**src/design/ctw_pkg.sv**
```systemverilog
// shared types and constants of the text console writer
// no dependencies
package ctw_pkg;

    localparam int unsigned ACTION_W  = 2;
    localparam int unsigned CODE_W    = 8;
    localparam int unsigned ADDR_W    = 11;
    localparam int unsigned POS_W     = 11;
    localparam int unsigned CELL_W    = 16;
    localparam int unsigned ATTR_W    = 8;
    localparam int unsigned S_TDATA_W = 24;
    localparam int unsigned M_TDATA_W = 32;

    localparam logic [CODE_W-1:0] NEWLINE_CODE = 8'h0A;
    localparam logic [CODE_W-1:0] BLANK_CODE   = 8'h20;
    localparam logic [ATTR_W-1:0] ATTR_RESET   = 8'h01;

    typedef enum logic [ACTION_W-1:0] {
        ACT_PUT   = 2'd0,
        ACT_CLEAR = 2'd1,
        ACT_READ  = 2'd2
    } ctw_action_t;

    typedef enum logic [2:0] {
        ST_IDLE,
        ST_PUT,
        ST_COPY,
        ST_FILL,
        ST_CLEAR,
        ST_READ,
        ST_EMIT
    } ctw_state_t;

    typedef struct packed {
        ctw_action_t       action;
        logic [CODE_W-1:0] char_code;
        logic [ADDR_W-1:0] cell_address;
    } ctw_item_t;

    typedef struct packed {
        logic [POS_W-1:0]  cursor_position;
        logic [CELL_W-1:0] cell_data;
        logic              did_scroll;
    } ctw_result_t;

endpackage

```
**src/design/ctw_sequencer.sv**
```systemverilog
// action sequencer of the text console writer: cursor, scroll and clear walks
// depends on ctw_pkg; drives the ports of ctw_cell_ram
module ctw_sequencer #(
    parameter int unsigned COLUMNS = 80,
    parameter int unsigned ROWS    = 25,
    parameter int unsigned CELLS   = COLUMNS * ROWS,
    parameter int unsigned AW      = $clog2(CELLS)
) (
    input  logic                aclk,
    input  logic                aresetn,
    input  logic                item_valid,
    output logic                item_ready,
    input  ctw_pkg::ctw_item_t  item,
    input  logic [7:0]          attr,
    input  logic                out_free,
    output logic                res_valid,
    output ctw_pkg::ctw_result_t res,
    output logic                ram_we,
    output logic [AW-1:0]       ram_waddr,
    output logic [15:0]         ram_wdata,
    output logic                ram_re,
    output logic [AW-1:0]       ram_raddr,
    input  logic [15:0]         ram_rdata
);
    import ctw_pkg::*;

    localparam int unsigned CW   = $clog2(CELLS + 1);
    localparam int unsigned RW   = $clog2(ROWS + 1);
    localparam int unsigned COLW = $clog2(COLUMNS);
    localparam int unsigned SPAN = CELLS - COLUMNS;
    localparam int unsigned XW   = AW + ADDR_W;
    localparam int unsigned PW   = CW + POS_W;

    ctw_state_t        state_reg, state_next;
    logic [CW-1:0]     cursor_reg, cursor_next;
    logic [RW-1:0]     row_reg, row_next;
    logic [COLW-1:0]   col_reg, col_next;
    logic [AW-1:0]     cnt_reg, cnt_next;
    logic [CODE_W-1:0] code_reg, code_next;
    logic              addr_ok_reg, addr_ok_next;
    logic              scrolled_reg, scrolled_next;

    logic [XW-1:0]     addr_ext;
    logic              addr_ok;
    logic              past_end;
    logic [PW-1:0]     pos_ext;
    logic [CELL_W-1:0] blank_cell;
    logic [CELL_W-1:0] char_cell;

    always_ff @(posedge aclk) begin
        if (!aresetn) begin
            state_reg    <= ST_IDLE;
            cursor_reg   <= '0;
            row_reg      <= '0;
            col_reg      <= '0;
            cnt_reg      <= '0;
            scrolled_reg <= 1'b0;
        end else begin
            state_reg    <= state_next;
            cursor_reg   <= cursor_next;
            row_reg      <= row_next;
            col_reg      <= col_next;
            cnt_reg      <= cnt_next;
            scrolled_reg <= scrolled_next;
        end
    end

    always_ff @(posedge aclk) begin
        code_reg    <= code_next;
        addr_ok_reg <= addr_ok_next;
    end

    assign addr_ext   = {{AW{1'b0}}, item.cell_address};
    assign addr_ok    = addr_ext < XW'(CELLS);
    assign past_end   = row_reg == RW'(ROWS);
    assign blank_cell = {attr, BLANK_CODE};
    assign char_cell  = {attr, code_reg};
    assign item_ready = state_reg == ST_IDLE;

    always_comb begin
        state_next    = state_reg;
        cursor_next   = cursor_reg;
        row_next      = row_reg;
        col_next      = col_reg;
        cnt_next      = cnt_reg;
        code_next     = code_reg;
        addr_ok_next  = addr_ok_reg;
        scrolled_next = scrolled_reg;
        ram_we        = 1'b0;
        ram_waddr     = cnt_reg;
        ram_wdata     = blank_cell;
        ram_re        = 1'b0;
        ram_raddr     = addr_ext[AW-1:0];
        res_valid     = 1'b0;
        res.cell_data  = '0;
        res.did_scroll = 1'b0;

        unique case (state_reg)
            ST_IDLE: begin
                if (item_valid) begin
                    code_next     = item.char_code;
                    addr_ok_next  = addr_ok;
                    scrolled_next = 1'b0;
                    cnt_next      = '0;
                    unique case (item.action)
                        ACT_PUT: begin
                            if (past_end) begin
                                scrolled_next = 1'b1;
                                state_next    = ST_COPY;
                            end else begin
                                state_next = ST_PUT;
                            end
                        end
                        ACT_CLEAR: state_next = ST_CLEAR;
                        ACT_READ: begin
                            ram_re     = 1'b1;
                            state_next = ST_READ;
                        end
                        default: state_next = ST_EMIT;
                    endcase
                end
            end
            ST_PUT: begin
                if (out_free) begin
                    res_valid      = 1'b1;
                    res.did_scroll = scrolled_reg;
                    state_next     = ST_IDLE;
                    if (code_reg == NEWLINE_CODE) begin
                        cursor_next = cursor_reg + CW'(COLUMNS) - CW'(col_reg);
                        row_next    = row_reg + RW'(1);
                        col_next    = '0;
                    end else begin
                        ram_we      = 1'b1;
                        ram_waddr   = cursor_reg[AW-1:0];
                        ram_wdata   = char_cell;
                        cursor_next = cursor_reg + CW'(1);
                        if (col_reg == COLW'(COLUMNS - 1)) begin
                            col_next = '0;
                            row_next = row_reg + RW'(1);
                        end else begin
                            col_next = col_reg + COLW'(1);
                        end
                    end
                end
            end
            ST_COPY: begin
                // read one row ahead, write back the cell read last cycle
                if (cnt_reg != AW'(SPAN)) begin
                    ram_re    = 1'b1;
                    ram_raddr = cnt_reg + AW'(COLUMNS);
                end
                if (cnt_reg != '0) begin
                    ram_we    = 1'b1;
                    ram_waddr = cnt_reg - AW'(1);
                    ram_wdata = ram_rdata;
                end
                if (cnt_reg == AW'(SPAN)) begin
                    state_next = ST_FILL;
                end else begin
                    cnt_next = cnt_reg + AW'(1);
                end
            end
            ST_FILL: begin
                ram_we = 1'b1;
                if (cnt_reg == AW'(CELLS - 1)) begin
                    cursor_next = CW'(SPAN);
                    row_next    = RW'(ROWS - 1);
                    col_next    = '0;
                    state_next  = ST_PUT;
                end else begin
                    cnt_next = cnt_reg + AW'(1);
                end
            end
            ST_CLEAR: begin
                ram_we = 1'b1;
                if (cnt_reg == AW'(CELLS - 1)) begin
                    cursor_next = '0;
                    row_next    = '0;
                    col_next    = '0;
                    state_next  = ST_EMIT;
                end else begin
                    cnt_next = cnt_reg + AW'(1);
                end
            end
            ST_READ: begin
                if (out_free) begin
                    res_valid     = 1'b1;
                    res.cell_data = addr_ok_reg ? ram_rdata : '0;
                    state_next    = ST_IDLE;
                end
            end
            ST_EMIT: begin
                if (out_free) begin
                    res_valid  = 1'b1;
                    state_next = ST_IDLE;
                end
            end
            default: state_next = ST_IDLE;
        endcase

        pos_ext             = {{POS_W{1'b0}}, cursor_next};
        res.cursor_position = pos_ext[POS_W-1:0];
    end

endmodule

```
**config.mk**
```make
export PLATFORM = sky130hd
export DESIGN_NAME = ctw_sequencer
export DESIGN_NICKNAME = d
export VERILOG_FILES = /design/src/design/ctw_pkg.sv /design/src/design/ctw_sequencer.sv
export SDC_FILE = /design/constraint.sdc
export NUM_CORES = 1
export LEC_CHECK = 0
export BUFFER_PORTS_ARGS = -buffer_cell sky130_fd_sc_hd__buf_4
export CAP_MARGIN = 20
export CORE_MARGIN = 8
export CORE_UTILIZATION = 40
export CTS_CLUSTER_DIAMETER = 40
export DETAILED_ROUTE_END_ITERATION = 10
export GPL_TIMING_DRIVEN = 0
export PLACE_DENSITY = 0.71
export SLEW_MARGIN = 20
export SYNTH_ARGS = -nofsm -noshare
export SYNTH_HDL_FRONTEND = slang
export SYNTH_SLANG_ARGS = --single-unit
export TNS_END_PERCENT = 5
```
**constraint.sdc**
```tcl
create_clock -name aclk -period 2.7 [get_ports aclk]
set_clock_uncertainty 0.15 [all_clocks]
set_input_delay 0 -clock aclk [delete_from_list [all_inputs] [get_ports aclk]]
set_output_delay 0 -clock aclk [all_outputs]
set_load 0.01 [all_outputs]
```
* Word-level counts from Yosys, hierarchy flattened
Cells that the tools add are included.
** Storage, ports and cells
- Input port bits :: 49
- Register bits :: 47
- Word-level logic and storage cells :: 109
** Cells by class
- Equality and inequality tests :: 24
- Muxes and demuxes :: 55
- $add $sub $neg :: 8
- Reduce and logical (&&, ||, !) cells :: 13
- $lt $le $gt $ge :: 1
** Operators by type and width (count)
- 11-bit 2-to-1 mux :: 12
- 11-bit case mux with 3 select lines :: 2
- 16-bit 2-to-1 mux :: 4
- 16-bit case mux with 2 select lines :: 1
- 7-bit 2-to-1 mux :: 4
- 5-bit 2-to-1 mux :: 5
- 11-bit by 1-bit adder with 11-bit output (second input constant) :: 2
- 11-bit by 7-bit adder with 11-bit output (second input constant) :: 2
- 11-bit == test (second input constant) :: 2
- 11-bit case mux with 2 select lines :: 1
- 8-bit 2-to-1 mux :: 2
- 3-bit 2-to-1 mux :: 5
- 3-bit case mux with 5 select lines :: 1
- 5-bit case mux with 3 select lines :: 1
- 2-bit != test (second input constant) :: 7
- 7-bit case mux with 2 select lines :: 1
- 1-bit 2-to-1 mux :: 12
- 11-bit < comparator (second input constant) :: 1
- 11-bit != test (second input constant) :: 1
- 11-bit nonzero test :: 1
- 11-bit by 1-bit subtractor with 11-bit output (second input constant) :: 1
- 11-bit by 7-bit subtractor with 11-bit output :: 1
- 5-bit AND reduction :: 2
- 3-bit == test (second input constant) :: 3
- 24 further kinds :: 27

* Longest topological paths before layout
- Depth after elaboration :: 5
- Mapped depth :: 12
- Mapped depth without buffers :: 12

* Worst setup path before layout
Ideal clock, no wire load.
- Path type :: register to register
- Start point :: reg cursor_reg[0]
- End point :: reg cursor_reg[5]
- Stages on the path, launching flop included :: 13
- Data required time :: 2472 ps
- Buffers on the path :: 0
- Data arrival time :: 2285 ps
- Setup slack :: 187 ps
- Path through :: dfxtp_1 inv_1 ha_1 inv_1 ha_1 inv_1 fa_1 nand2b_1 a21boi_0 nor3_1 o311ai_0 a41oi_1 nor3_1
** Between the ends
- Word-level cells in the longest chain between the ends :: 5
** Ends and longest elaborated chain
- start: declaration :: RTL line ctw_sequencer.sv:35 : logic [CW-1:0] cursor_reg, cursor_next;
- start signal: assignment :: RTL line ctw_sequencer.sv:60 : cursor_reg <= cursor_next;
- 11-bit by 7-bit adder with 11-bit output :: RTL line ctw_sequencer.sv:129 : cursor_next = cursor_reg + CW'(COLUMNS) - CW'(col_reg);
- 11-bit by 7-bit subtractor with 11-bit output :: RTL line ctw_sequencer.sv:129
- 11-bit 2-to-1 mux * :: RTL line ctw_sequencer.sv:128 : if (code_reg == NEWLINE_CODE) begin
- 11-bit 2-to-1 mux * :: RTL line ctw_sequencer.sv:124 : if (out_free) begin
- 11-bit case mux with 3 select lines * :: RTL line ctw_sequencer.sv:98 : unique case (state_reg)
Every way passes the cells marked *; elsewhere a longest branch is shown, timed or not.
A chain may end at the register's enable or synchronous reset.

==> flow_results.org <==
** Floorplanning
- From left edge to right edge, the die measures around 120 µm.
- The die covers ~14000 µm².
- The floorplan has 38 rows.
- From bottom edge to top edge, the die measures 120.3 µm.
- Area of the core :: 10750 µm²
- Initial Utilization :: 0.4046
- Number of primary I/O pins :: 119

** Routing
- DRT antenna net count :: 0
- In the final routed layout, each cell accounts on average for 18.30 µm.
- DRC marker count from the first detailed-route iteration :: 551
- The pre-antenna-repair detailed-routing pass consisted of 6 iterations.
- Total Wirelength :: 16.41 mm
- Count of vias placed by the detailed router :: 5212
- Number of remaining DRC errors :: 0
- Vias per inst :: 5.810

** Pwr
- For this design the static power due to leakage is 2.550 nW.
- Combinational group share of total power :: 0.531
- In this run the power density over the cells is between 500 and 600 nW/µm².
- The analysis attributes to net switching a power of 1.395 mW.
- Clock network power share :: 0.200
- Pint :: 1.838 mW
- Of the total power, the share spent switching nets is 0.4315.
- Of the total power, registers draw 0.268.
- Largest voltage drop on the vdd net :: 0.4012 mV

** Synthesis
- Part of the Yosys area used for sequential elements :: 0.2371
- For this run, asynchronously set or reset flops after synthesis account for 0.
- Most frequently used flop master after synthesis :: dfxtp_1
- Average cell area after synthesis :: 7.151 µm²
- Synth warnings :: 0
- Register bit count reported by yosys :: 47
- Number of nets in the synthesized netlist :: 685
- Synth Instances :: 608
- Post-synth EDFFs :: 9
- Cell area after technology mapping :: 4348 µm²
- The number of different library cells used by synthesis comes to 77.

** STA
- Endpoints failing hold :: 0
- Final number of setup-violating endpoints :: 2
- RSZ-0062 raised after global routing :: yes
- Final cycle utilization of the critical path :: 1.014
- Fin Setup TNS :: -42.58 ps
- Once routing completed, OpenROAD measured the worst setup slack at -37.32 ps.
- Slew Limit Fails :: 0
- Headroom to the max-slew limit came out at 0.4954.
- Max Fclk :: 0.3653 GHz
- For the pin with the worst max-slew slack, the measured transition is 754.1 ps.
- The smallest clock period supported by the final layout is computed as 2737 ps.

** Setup path
- Required time at the endpoint of the critical path :: roughly 2600 ps
- The critical path is of the flop to primary output type.
- In this run the critical register-to-register path is launched from cnt_reg[1].
- The number of cells on the worst reg-to-reg path is 9.
- STA classifies the critical path startpoint as a flop.
- Setup crit end kind :: primary output
- Peak fanout along the critical path :: 3
- For the worst setup path, the data arrival time is 2590 ps.
- Worst reg2reg path endpoint :: row_reg[1]
- Worst-case register-to-register setup slack :: 30 ps

** Cells and area
- Leaving out fill and tap cells, the most frequent cell in the layout is buf_4.
- The area growth from synthesis to layout is 39.71%.
- For this run, the share of the core covered by cells in the final layout is 0.5653.
- After the last flow step, the layout net total stands at 833.
- The layout has roughly 1000 filler cells.
- Summing all multi-input logic gate instances after layout gives 3298 µm².
- Diode count :: 0
- The count of cells in the finished layout, fillers not included, comes to 897.
- Of the cells placed in the final design, the portion with a size suffix greater than 1 is 0.2946.
- The finished cells cover between 6000 and 7000 µm².
- Area of all sequential standard cells :: 1056 µm²
- Most used cells in the layout excluding fill and tap cells :: buf_4, nand2_1, nor2_1, o21ai_0, a21oi_1

** Global route
- Vias in the first global route :: between 4000 and 5000
- Entering global routing, the biggest net connects 16 pins.
- The initial antenna violation count was 0.
- The first global-routing pass estimated around 26 mm of wire.
- For this run, the total global-route usage over all layers was measured as 0.2158.
- Summed over all layers, the global routing overflow is 0.

** Clock tree
- Clock tree root driver cell :: clkbuf_8
- Clock latency on the worst-skew pair :: 310 ps
- The clock drives 47 sinks.
- CTS tree :: done
- Number of levels in the clock H-tree :: 2
- CTS max path bufs :: 2
- After clock tree synthesis, the clock-pin slew on the worst setup and hold paths is 100 ps.
- CTS buffer count :: 5

** Flow run
- Max-cap violations :: 0

** Run status
- Status :: finished, violations left
- The final reports fail on negative setup slack.

** Worst hold path
- Count of cells along the worst hold path :: 4
- The worst hold path belongs to the class input port to primary output.
- Endpoint, Worst Hold :: ram_wdata[10]
- The worst hold path begins at attr[2].

** Placed design
- In this run, placement finished with an instance count of 866.
- During placement, the flow inserted port buffers numbering around 120.
- Final weighted congestion in routability-driven placement :: 0.9401
- Dpl cell area :: 5409 µm²
- The HPWL after detailed placement is 12.29 mm.
- Minimum setup slack after placement :: -422.2 ps
[per-layer routing]
| metal | routed length, µm | up-vias | GRT usage |
|---|---|---|---|
| met5 | 0 | - | 0 |
| met4 | 413 | 0 | 0.06089 |
| met3 | 1353 | 37 | 0.03077 |
| met2 | 7994 | 254 | 0.3744 |
| met1 | 6650 | 2445 | 0.2726 |
| li1 | - | 2476 | - |
[layout make-up]
cell class	count	share of cell area
Sequential cell	47	0.1738
Timing Repair Buffer	141	0.1800
Clock buffer	5	0.01133
Buffer	31	0.02966
Clock inverter	3	0.01112
Multi-Input combinational cell	494	0.5429
Inverter	36	0.02225
Tap cell	140	0.02884
[repair_timing]
action / in CTS / in global routing
resized for setup: 59 / 37
buffers inserted: 7 / 2
hold buffers: 14 / 0
pin swaps: 11 / 7
setup endpoints to repair: 74 / 60
hold endpoints to repair: 15 / 0
[power by group through the flow]
stage	combinational [mW]	clock, mW	sequential (mW)
after floorplan	0.979	0	0.860
after global placement	1.55	0	0.879
after detailed placement	1.58	0	0.884
after CTS	1.65	0.649	0.865
after global routing	1.85	0.673	0.874
final	1.72	0.648	0.868
[stage by stage]
| stage | power, mW | hold slack (ps) |
|---|---|---|
| after floorplan | 1.839 | -51.13 |
| after global placement | 2.431 | 29.65 |
| after detailed placement | 2.463 | 29.90 |
| after CTS | 3.168 | 126.5 |
| after global routing | 3.402 | 142.4 |
| final | 3.233 | 123.2 |
[how the worst max path moves through the flow]
stage	from	to	slack [ps]	cells past startpoint
floorplan	cursor_reg[0]	cursor_reg[5]	190	12
global placement	cnt_reg[4]	col_reg[4]	-340	10
detailed placement	cnt_reg[4]	col_reg[4]	-420	10
CTS	cursor_reg[4]	res[24]	-70	10
global route	col_reg[2]	res[22]	-160	11
finish	col_reg[2]	res[22]	-40	11
[worst max-delay path: stages, from the launching register on]
cell	delay, ps
dfxtp_2	340
inv_1	80
ha_4	280
inv_1	50
fa_2	390
nand2b_4	170
a21boi_2	150
nor3_2	50
o311ai_2	300
a41oi_2	180
nor2_1	150
buf_4	140
[synth_stat cells (all sizes together) (6+ instances only)]
cell,count,area share
nand2,90,0.078
nor2,48,0.042
o21ai,46,0.053
a21oi,40,0.047
dfxtp,38,0.17
inv,36,0.031
and2,27,0.039
ha,27,0.078
nor3,27,0.031
nand3,26,0.031
clkbuf,20,0.017
xnor2,12,0.024
buf,10,0.014
and3,9,0.013
edfxtp,9,0.062
nor4,9,0.013
o211ai,8,0.014
o21a,8,0.014
or3,8,0.013
a22o,7,0.014
nand3b,7,0.012
nand4,7,0.010
nor2b,7,0.010
o22ai,6,0.0086
[cell families after synthesis]
kind of cell,share of synthesized area
AO/OA/AOI/OAI,0.2383
adder cells (fa/ha/maj),0.08230
buffers and inverters,0.06417
XOR/XNOR,0.03424
multiplexers,0.006907
AND/OR/NAND/NOR,0.3370
flip-flops,0.2371
Power figures use the tool's default switching activity.
